### src/hltc_ram.sv
// ----------------------------------------------------------------------------
// Tile cache RAM
// Simple dual-port memory with one write port and one registered read port.
// ----------------------------------------------------------------------------
module hltc_ram #(
  parameter int WIDTH = 8,
  parameter int DEPTH = 256
) (
  input  logic                     clk,
  input  logic                     we,
  input  logic [$clog2(DEPTH)-1:0] waddr,
  input  logic [WIDTH-1:0]         wdata,
  input  logic [$clog2(DEPTH)-1:0] raddr,
  output logic [WIDTH-1:0]         rdata
);

  logic [WIDTH-1:0] mem [DEPTH];

  always_ff @(posedge clk) begin
    if (we) begin
      mem[waddr] <= wdata;
    end
    rdata <= mem[raddr];
  end

endmodule

### config.mk
export PLATFORM = sky130hd
export DESIGN_NAME = hltc_ram
export DESIGN_NICKNAME = d
export VERILOG_FILES = /design/src/hltc_ram.sv
export SDC_FILE = /design/constraint.sdc
export NUM_CORES = 2
export LEC_CHECK = 0
export ABC_AREA = 1
export BUFFER_PORTS_ARGS = -buffer_cell sky130_fd_sc_hd__buf_2
export CAP_MARGIN = 20
export CORE_UTILIZATION = 43
export CTS_BUF_LIST = sky130_fd_sc_hd__clkbuf_8
export DETAILED_ROUTE_END_ITERATION = 12
export PLACE_DENSITY = 0.55
export SETUP_SLACK_MARGIN = 0.02
export SYNTH_ARGS = -nofsm -noshare
export SYNTH_HDL_FRONTEND = slang
export SYNTH_SLANG_ARGS = --single-unit
### constraint.sdc
create_clock -name clk -period 3.85 [get_ports clk]
set_input_delay 0.1925 -clock clk [delete_from_list [all_inputs] [get_ports clk]]
set_output_delay 0.1925 -clock clk [all_outputs]
set_load 0.01 [all_outputs]
==> reports/qor.txt <==
Status - complete, no violations
Share of post-route cells with drive strength above 1 - 0.0965
Drt pass-1 iters - 5
Worst Setup SP - waddr[3]
Largest cells by area after synthesis - edfxtp_1 (74%), nand3_1 (12%), nand2_1 (9.6%)
Die X - 442 um
CTS root buffer - clkbuf_8
Post-synth top area share - 0.737
Final hold viol count - 0
Crit end category - flop
Cells after Synth - 7003
Fmax achieved - 356 MHz
PortBufs - 33
Layout Utilization - 0.485
Max-Cap Viols - 0
Most frequent cells in the layout - nand2_1 (2110), edfxtp_1 (2048), nand3_1 (2019), clkbuf_8 (368), nor2_1 (283)
Ys Warns - 0
Post-CTS setup buffer count - 0
Placed Cells - 9327
Kind of critical path - in -> reg
FF+latch count, synth - 2056
Unrepaired setup endpoints after global routing - no
Gr usage total - 0.248
Relative slew slack - 0.241
Drt first-iter violations - 5781
Worst EP arrival - 3.46 ns
Detailed-route DRC error count - 0
Seq/Total Area, Yosys - 0.739
Endpoints failing setup - 0
Period utilization - 0.730
Yosys cell types - 14
GRT overflow - 0
VDD IR max - 0.366 mV
WP data required - 4.50 ns
Routed WL - 246000 um
Worst slew pin tran - 1.14 ns
Commonest non-fill, non-tap cell in the layout - nand2_1
Smallest hold slack - 0.117 ns
Synth Area per Inst - 11.9 um^2
Row count - 161
Sum Neg Setup Slack - 0 ns
Reg-to-reg critical path startpoint - mem[225][6]
Initial antenna violation count - 11
Via/cell ratio - 5.55
First-pass GRT wire length - 361000 um
CP max FO - 10
CTS tree - built
Clock slew at reported path FFs - 0.06 ns
Clock latency on the worst-skew pair - 1.06 ns
Maximum clock insertion buffer count - 4
Place WS - 0.732 ns
Final Wtd Congestion - 0.873
TritonCTS Buffers - 356
Post-DRT Antenna Nets - 0
Largest area contributor in the netlist - edfxtp_1
Pwr Density - 487 nW/um^2
Detailed-route via count - 55400
Pin count of the biggest net entering global routing - 123
Num ports - 34
Setup Skew - 0.0716 ns
Syn_nets - 7029
Worst setup SP type - primary input
Pleak - 32.9 nW
Die Y - 442 um
Hold WC Path Type - in -> reg
Clock Sink Count - 2056
Hold_sp - waddr[5]
Worst setup margin - 1.04 ns
Shortest period the worst path allows - 2.81 ns
Post-synthesis cell area - 83400 um^2
Die Area - 196000 um^2
Pins Over Slew Limit - 0
WL/cell - 24.7 um
Vias in the first global route - 53400
Htree depth - 5
Layout net count - 7205
Post-DP HPWL - 140000 um
Non-filler cells, final - 9972
Core Box Area - 193000 um^2
Area Overhead vs Synth - 12.0%
Starting Density - 0.433
-- worst max-delay path: stages --
cell and delay (ns):
dlygate4sd3_1 0.52, buf_2 0.15, nand2_1 0.11, dlygate4sd3_1 0.62, nor2_1 0.22, nand2_2 0.55
buf_4 0.45, nor2_1 0.61
-- power breakdown --
part	switching [mW]	internal, mW
clock	8.73	9.09
combinational	2.22	0.719
sequential	0.0329	24.7
total	11.0	34.5
-- metrics by stage --
step | power, mW | cell area, um^2
floorplan | 26.7 | 83400
global placement | 28.1 | 87000
detailed placement | 28.1 | 87000
CTS | 45.8 | 93400
global route | 46.9 | 93400
finish | 45.5 | 93400
-- routing by layer --
layer  global-route usage  vias up  wire length (um)
li1                     -    25300                 -
met1                0.342    27400            104000
met2                0.391     2235            116000
met3               0.0457      428             18500
met4               0.0943        2              8020
met5                    0        -                13
-- timing repair --
item | in CTS | in global routing
endpoints found under the hold margin | 1339 | 0
gates resized for setup | 0 | 0
hold buffers | 20 | 0
-- registers in the layout (all words and copies together), names as in the netlist --
register / cells
mem: 2048
rdata: 8
-- synthesized netlist by cell type --
master,instances
buf_1,40
buf_2,268
buf_4,46
buf_6,16
buf_8,1
clkbuf_1,112
dfxtp_1,8
edfxtp_1,2048
inv_1,36
inv_2,2
inv_4,1
nand2_1,2123
nand3_1,2019
nor2_1,283
-- final timing paths --
| check | end | slack (ns) | depth (start not counted) |
|---|---|---|---|
| worst max-delay path | mem[47][5] | 1.04 | 8 |
| worst min-delay path | mem[84][7] | 0.12 | 5 |
| worst max register to register | rdata[6] | 1.43 | 11 |
| worst min register to register | rdata[0] | 0.98 | 10 |
-- final cells by class --
class                   instances  area, um^2
flip-flops and latches       2056       61700
inverters                      39         180
diodes                          3        7.51
repair buffers                301        3050
well taps                    2526        3160
clock inverters               254        1140
multi-input cells            4425       19200
fillers                     17200       99200
clock buffers                 368        5060
-- cell families after synthesis --
logic type	Yosys count	synth area share
flip-flops	2056	0.739
buffers and inverters	522	0.0312
AND/OR/NAND/NOR	4425	0.229
(Power assumes the default switching activity.)
