## src/hltc_pkg.sv

```systemverilog
// ----------------------------------------------------------------------------
// Tile cache package
// Shared constants, payload words and divider request and response types.
// ----------------------------------------------------------------------------
package hltc_pkg;

  localparam int ENTRIES   = 256;
  localparam int BUCKETS   = 64;
  localparam int ENTRY_W   = $clog2(ENTRIES);
  localparam int BUCKET_W  = $clog2(BUCKETS);
  localparam int STEP_W    = $clog2(ENTRIES + 1);
  localparam int CLR_DEPTH = (ENTRIES > BUCKETS) ? ENTRIES : BUCKETS;
  localparam int CLR_W     = $clog2(CLR_DEPTH);
  localparam int KEY_W     = 64;
  localparam int USER_W    = 32;
  localparam int TILE_W    = 16;
  localparam int POS_W     = ((TILE_W > ENTRY_W) ? TILE_W : ENTRY_W) + 1;
  localparam int DCNT_W    = $clog2(POS_W + 1);

  localparam logic OP_LOOKUP = 1'b0;
  localparam logic OP_WRITE  = 1'b1;

  localparam logic CFG_RESERVED = 1'b0;
  localparam logic CFG_PER_ROW  = 1'b1;

  typedef struct packed {
    logic              opcode;
    logic [KEY_W-1:0]  key_low;
    logic [KEY_W-1:0]  key_high;
    logic [7:0]        target_entry;
    logic [USER_W-1:0] new_state;
    logic [USER_W-1:0] new_count;
  } in_word_t;

  typedef struct packed {
    logic [7:0]        entry_id;
    logic              was_hit;
    logic              evicted;
    logic [USER_W-1:0] fill_state;
    logic [USER_W-1:0] tile_count;
    logic [TILE_W-1:0] tile_x;
    logic [TILE_W-1:0] tile_y;
  } out_word_t;

  typedef struct packed {
    logic              start;
    logic [POS_W-1:0]  dividend;
    logic [TILE_W-1:0] divisor;
  } div_req_t;

  typedef struct packed {
    logic              done;
    logic [POS_W-1:0]  quotient;
    logic [TILE_W-1:0] remainder;
  } div_rsp_t;

endpackage

```

## src/hltc_div.sv

```systemverilog
// ----------------------------------------------------------------------------
// Tile cache divider
// Restoring divider that produces one quotient bit per cycle.
// ----------------------------------------------------------------------------
module hltc_div (
  input  logic               clk,
  input  logic               rst_n,
  input  hltc_pkg::div_req_t req,
  output hltc_pkg::div_rsp_t rsp
);

  logic                          busy_r, busy_nxt;
  logic                          done_r, done_nxt;
  logic [hltc_pkg::DCNT_W-1:0]   cnt_r, cnt_nxt;
  logic [hltc_pkg::POS_W-1:0]    dvd_r, dvd_nxt;
  logic [hltc_pkg::TILE_W-1:0]   rem_r, rem_nxt;
  logic [hltc_pkg::TILE_W-1:0]   dsr_r, dsr_nxt;
  logic [hltc_pkg::TILE_W:0]     shifted;
  logic [hltc_pkg::TILE_W:0]     diff;

  always_comb begin
    shifted  = {rem_r, dvd_r[hltc_pkg::POS_W-1]};
    diff     = shifted - {1'b0, dsr_r};
    busy_nxt = busy_r;
    done_nxt = done_r;
    cnt_nxt  = cnt_r;
    dvd_nxt  = dvd_r;
    rem_nxt  = rem_r;
    dsr_nxt  = dsr_r;
    if (req.start) begin
      busy_nxt = 1'b1;
      done_nxt = 1'b0;
      cnt_nxt  = '0;
      dvd_nxt  = req.dividend;
      rem_nxt  = '0;
      dsr_nxt  = req.divisor;
    end else if (busy_r) begin
      if (!diff[hltc_pkg::TILE_W]) begin
        rem_nxt = diff[hltc_pkg::TILE_W-1:0];
        dvd_nxt = {dvd_r[hltc_pkg::POS_W-2:0], 1'b1};
      end else begin
        rem_nxt = shifted[hltc_pkg::TILE_W-1:0];
        dvd_nxt = {dvd_r[hltc_pkg::POS_W-2:0], 1'b0};
      end
      cnt_nxt = cnt_r + 1'b1;
      if (cnt_r == hltc_pkg::DCNT_W'(hltc_pkg::POS_W - 1)) begin
        busy_nxt = 1'b0;
        done_nxt = 1'b1;
      end
    end
  end

  always_ff @(posedge clk) begin
    if (!rst_n) begin
      busy_r <= 1'b0;
      done_r <= 1'b0;
      cnt_r  <= '0;
    end else begin
      busy_r <= busy_nxt;
      done_r <= done_nxt;
      cnt_r  <= cnt_nxt;
    end
    dvd_r <= dvd_nxt;
    rem_r <= rem_nxt;
    dsr_r <= dsr_nxt;
  end

  assign rsp.done      = done_r;
  assign rsp.quotient  = dvd_r;
  assign rsp.remainder = rem_r;

endmodule

```

## config.mk

```make
export PLATFORM = sky130hd
export DESIGN_NAME = hltc_div
export DESIGN_NICKNAME = d
export VERILOG_FILES = /design/src/hltc_pkg.sv /design/src/hltc_div.sv
export SDC_FILE = /design/constraint.sdc
export NUM_CORES = 1
export LEC_CHECK = 0
export BUFFER_PORTS_ARGS = -buffer_cell sky130_fd_sc_hd__buf_2
export CAP_MARGIN = 20
export CORE_ASPECT_RATIO = 1.75
export CORE_MARGIN = 2
export CORE_UTILIZATION = 54
export CTS_CLUSTER_SIZE = 40
export DETAILED_ROUTE_END_ITERATION = 8
export PLACE_DENSITY = 0.77
export SYNTH_ARGS = -nofsm -noshare
export SYNTH_HDL_FRONTEND = slang
export SYNTH_SLANG_ARGS = --single-unit
```

## constraint.sdc

```tcl
create_clock -name clk -period 3 [get_ports clk]
set_input_delay 0.45 -clock clk [delete_from_list [all_inputs] [get_ports clk]]
set_output_delay 0.45 -clock clk [all_outputs]
set_load 0.005 [all_outputs]
```

==> results.ini <==
[timing]
layout_min_cycle_time_ns = 2.72
holdWs_ns = 0.301
timing.fmax_mhz = 367
grt_setup_unrepaired = no
period_share_pct = 90.7
finalClockSkew_ns = 0.0117
slew_violations = 0
slew_headroom_pct = 57.8
final-setup-viol-count = 0
finalSetupTns_ns = 0
worst_pin_slew_ns = 0.632
hold_viol = 0

[global_route]
grt_max_degree = 49
antenna_found_initial = 0
grt_usage_pct = 22.5
grt_first_pass_wirelength_um = 10700
grt_overflow_total = 0
grt_pass1_vias = 2410

[drt]
remaining_drc_errors = 0
final_antenna_net_count = 0
num_vias = 2395
wire_per_inst_um = 15.2
drt_wl_total_um = 6570
viasPerCell = 5.53
first_pass_iters = 4
dr.first_iter.drc_count = 70

[power_and_ir_drop]
seq_power_share_pct = 54.9
p_comb_share_pct = 21.0
p_sw_share_pct = 27.5
p_leak_nw = 1.52
clkPwrFrac_pct = 24.1
power_mw = 1.66
vdd_drop_max_uv = 410
power_density_nw_per_um2 = 466
p_int_mw = 1.20
switchingPower_mw = 0.456

[place]
gp_congestion = 0.905
post-place-cells = 423
numPortBuffers = 69
hpwl_um = 4930

[clock_tree]
clockBufferDepth = 2
cts_buffers = 5
cts_num_sinks = 56
clockRootBuffer = clkbuf_8
clock_latency_ns = 0.32
cts-htree-levels = 2
cts_tree = done
hold_buffers = 0
clk_pin_slew_worst_paths_ns = 0.10

[setup_path]
arrival_ns = 2.94
r2r_start = dvd_r[16]
critPathMaxFanout = 12
critPathTopFamily = compound AO/OA/AOI/OAI gates
worstPathCellList = inv_1 > ha_1 > fa_1 > nand2b_1 > a21oi_1 > o22a_2 > a41o_4 > xor2_4 > buf_12 > buf_4 > o311a_1
rr_endpoint = rem_r[0]
crit_slowest_cell = edfxtp_1
endpoint_kind = flop
cp-start-kind = flop
crit_type = reg -> reg
cp.required_ns = 3.22
r2r_cells = 11
reg2reg_setup_slack_ns = 0.28
slowest_delay_ns = 0.38
crit_buf_inv = 3

[min_path]
hold_start = req[1]
hold_depth = 1
min_to = dsr_r[1]
min_path_type = in -> reg

[die]
fp.coreArea_um2 = 5540
die_w_um = 61.0
num_io_pins = 70
row_count = 36
initial_core_util_pct = 55.4
dieArea_um2 = 6330
die_h_um = 104

[synthesis]
synth_ff_type = edfxtp_1
ys_warn_count = 0
syn_nets = 343
yosysSeqAreaShare_pct = 47.3
synth_cell_types = 49
ys_async_sr_fraction_pct = 0
synth_edf_count = 33
synthesis.area_um2 = 3070
synth_area_per_cell_um2 = 10.7
ys_ff_latch = 56
netlist_instances = 288

[layout]
nFillCells = 495
antenna_cells = 0
layout.nets = 411
fin_util_pct = 64.2
layout-drive-gt1-share_pct = 30.0
final-instance-count-excl-fill = 433
area_growth_syn_to_layout_pct = 15.9

[outcome]
status = complete, no violations

[flow_run]
cap_violations = 0

[final cells by class]
type	count	area [um^2]	share of cell area, %
Sequential cell	56	1450	40.8
Inverter	22	82.6	2.32
Clock buffer	7	76.3	2.15
Tap cell	76	95.1	2.67
Timing Repair Buffer	73	388	10.9
Multi-Input combinational cell	198	1460	41.0
Clock inverter	1	5.00	0.141
[cells in the mapped netlist (2+ instances only)]
cell / count / share of area, %
nand2_1: 34 / 4.2
edfxtp_1: 33 / 32
dfxtp_1: 23 / 15
inv_1: 22 / 2.7
nor2_1: 22 / 2.7
ha_1: 18 / 7.3
a21oi_1: 16 / 2.6
mux2_2: 16 / 5.9
o21ai_0: 9 / 1.5
xnor2_1: 9 / 2.6
a311oi_1: 7 / 2.0
nand2b_1: 7 / 1.4
xor2_1: 7 / 2.0
a32oi_1: 5 / 1.4
clkbuf_1: 5 / 0.61
nand3_1: 5 / 0.82
nand4_1: 5 / 1.0
a21oi_2: 3 / 0.86
buf_1: 3 / 0.37
nor2b_1: 3 / 0.61
o31ai_1: 3 / 0.73
a31oi_1: 2 / 0.41
buf_4: 2 / 0.49
mux2i_1: 2 / 0.65
nor3_1: 2 / 0.33
o211ai_1: 2 / 0.49
[sequential cells by signal, indices dropped and copies added (netlist names)]
signal  count
dsr_r      16
cnt_r       5
done_r      1
rem_r      16
busy_r      1
dvd_r      17
[layout by cell type (no fill, tap or decap), types with 9 or more instances in the layout]
| cell | count |
|---|---|
| dfxtp_1 | 23 |
| mux2_2 | 16 |
| xnor2_1 | 9 |
| o21ai_0 | 9 |
| nand2_1 | 34 |
| inv_1 | 22 |
| nor2_1 | 22 |
| edfxtp_1 | 33 |
| a21oi_1 | 16 |
| buf_2 | 69 |
| ha_1 | 18 |
[power groups by stage]
| stage | Clock, mW | Sequential (mW) | Combinational, mW |
|---|---|---|---|
| after detailed placement | 0 | 0.928 | 0.347 |
| after global routing | 0.441 | 0.917 | 0.391 |
| after CTS | 0.411 | 0.911 | 0.347 |
| after global placement | 0 | 0.926 | 0.337 |
| final | 0.399 | 0.910 | 0.348 |
| after floorplan | 0 | 0.925 | 0.230 |
[worst reg2reg max path, delay by kind of cell (launching register included)]
kind / cells / cell delay (ns)
flops: 1 / 0.38
buf+inv: 3 / 0.37
compound gates: 4 / 1.01
fa+ha+maj: 2 / 0.60
simple gates: 1 / 0.18
xor+xnor: 1 / 0.09
[per-layer routing]
layer	global-route usage (%)	routed length, um
met4	9.78	216
met2	40.8	3690
met5	0	0
met1	22.9	2320
met3	5.37	342
[worst max-delay path by stage]
| stage | slack (ns) | endpoint | from | cells after the start |
|---|---|---|---|---|
| after global placement | 0.32 | rem_r[2] | dvd_r[16] | 10 |
| after detailed placement | 0.19 | rem_r[2] | dvd_r[16] | 10 |
| final | 0.28 | rem_r[0] | dvd_r[16] | 11 |
| after global routing | 0.10 | rem_r[4] | dvd_r[16] | 10 |
| after CTS | 0.18 | rem_r[2] | dvd_r[16] | 10 |
| after floorplan | 0.47 | rem_r[9] | dvd_r[16] | 11 |
[logic make-up after synthesis]
| group | Yosys count | share of synthesized area, % |
|---|---|---|
| AND/OR/NAND/NOR | 83 | 12.3 |
| flip-flops | 56 | 47.3 |
| multiplexers | 18 | 6.52 |
| XOR/XNOR | 18 | 6.36 |
| AO/OA/AOI/OAI | 60 | 14.4 |
| adder cells (fa/ha/maj) | 19 | 7.99 |
| buffers and inverters | 34 | 5.18 |
[stage by stage]
| step | area [um^2] | worst slack [ns] |
|---|---|---|
| final | 3560 | 0.278 |
| after global routing | 3560 | 0.102 |
| after CTS | 3530 | 0.180 |
| after detailed placement | 3450 | 0.193 |
| after global placement | 3450 | 0.319 |
| after floorplan | 3070 | 0.467 |
[timing repair]
action                                  CTS  global route
resized for setup                         0             0
buffers inserted                          0             2
endpoints found under the hold margin     0             0
endpoints found under the setup margin    0             5
(Power assumes the default switching activity.)
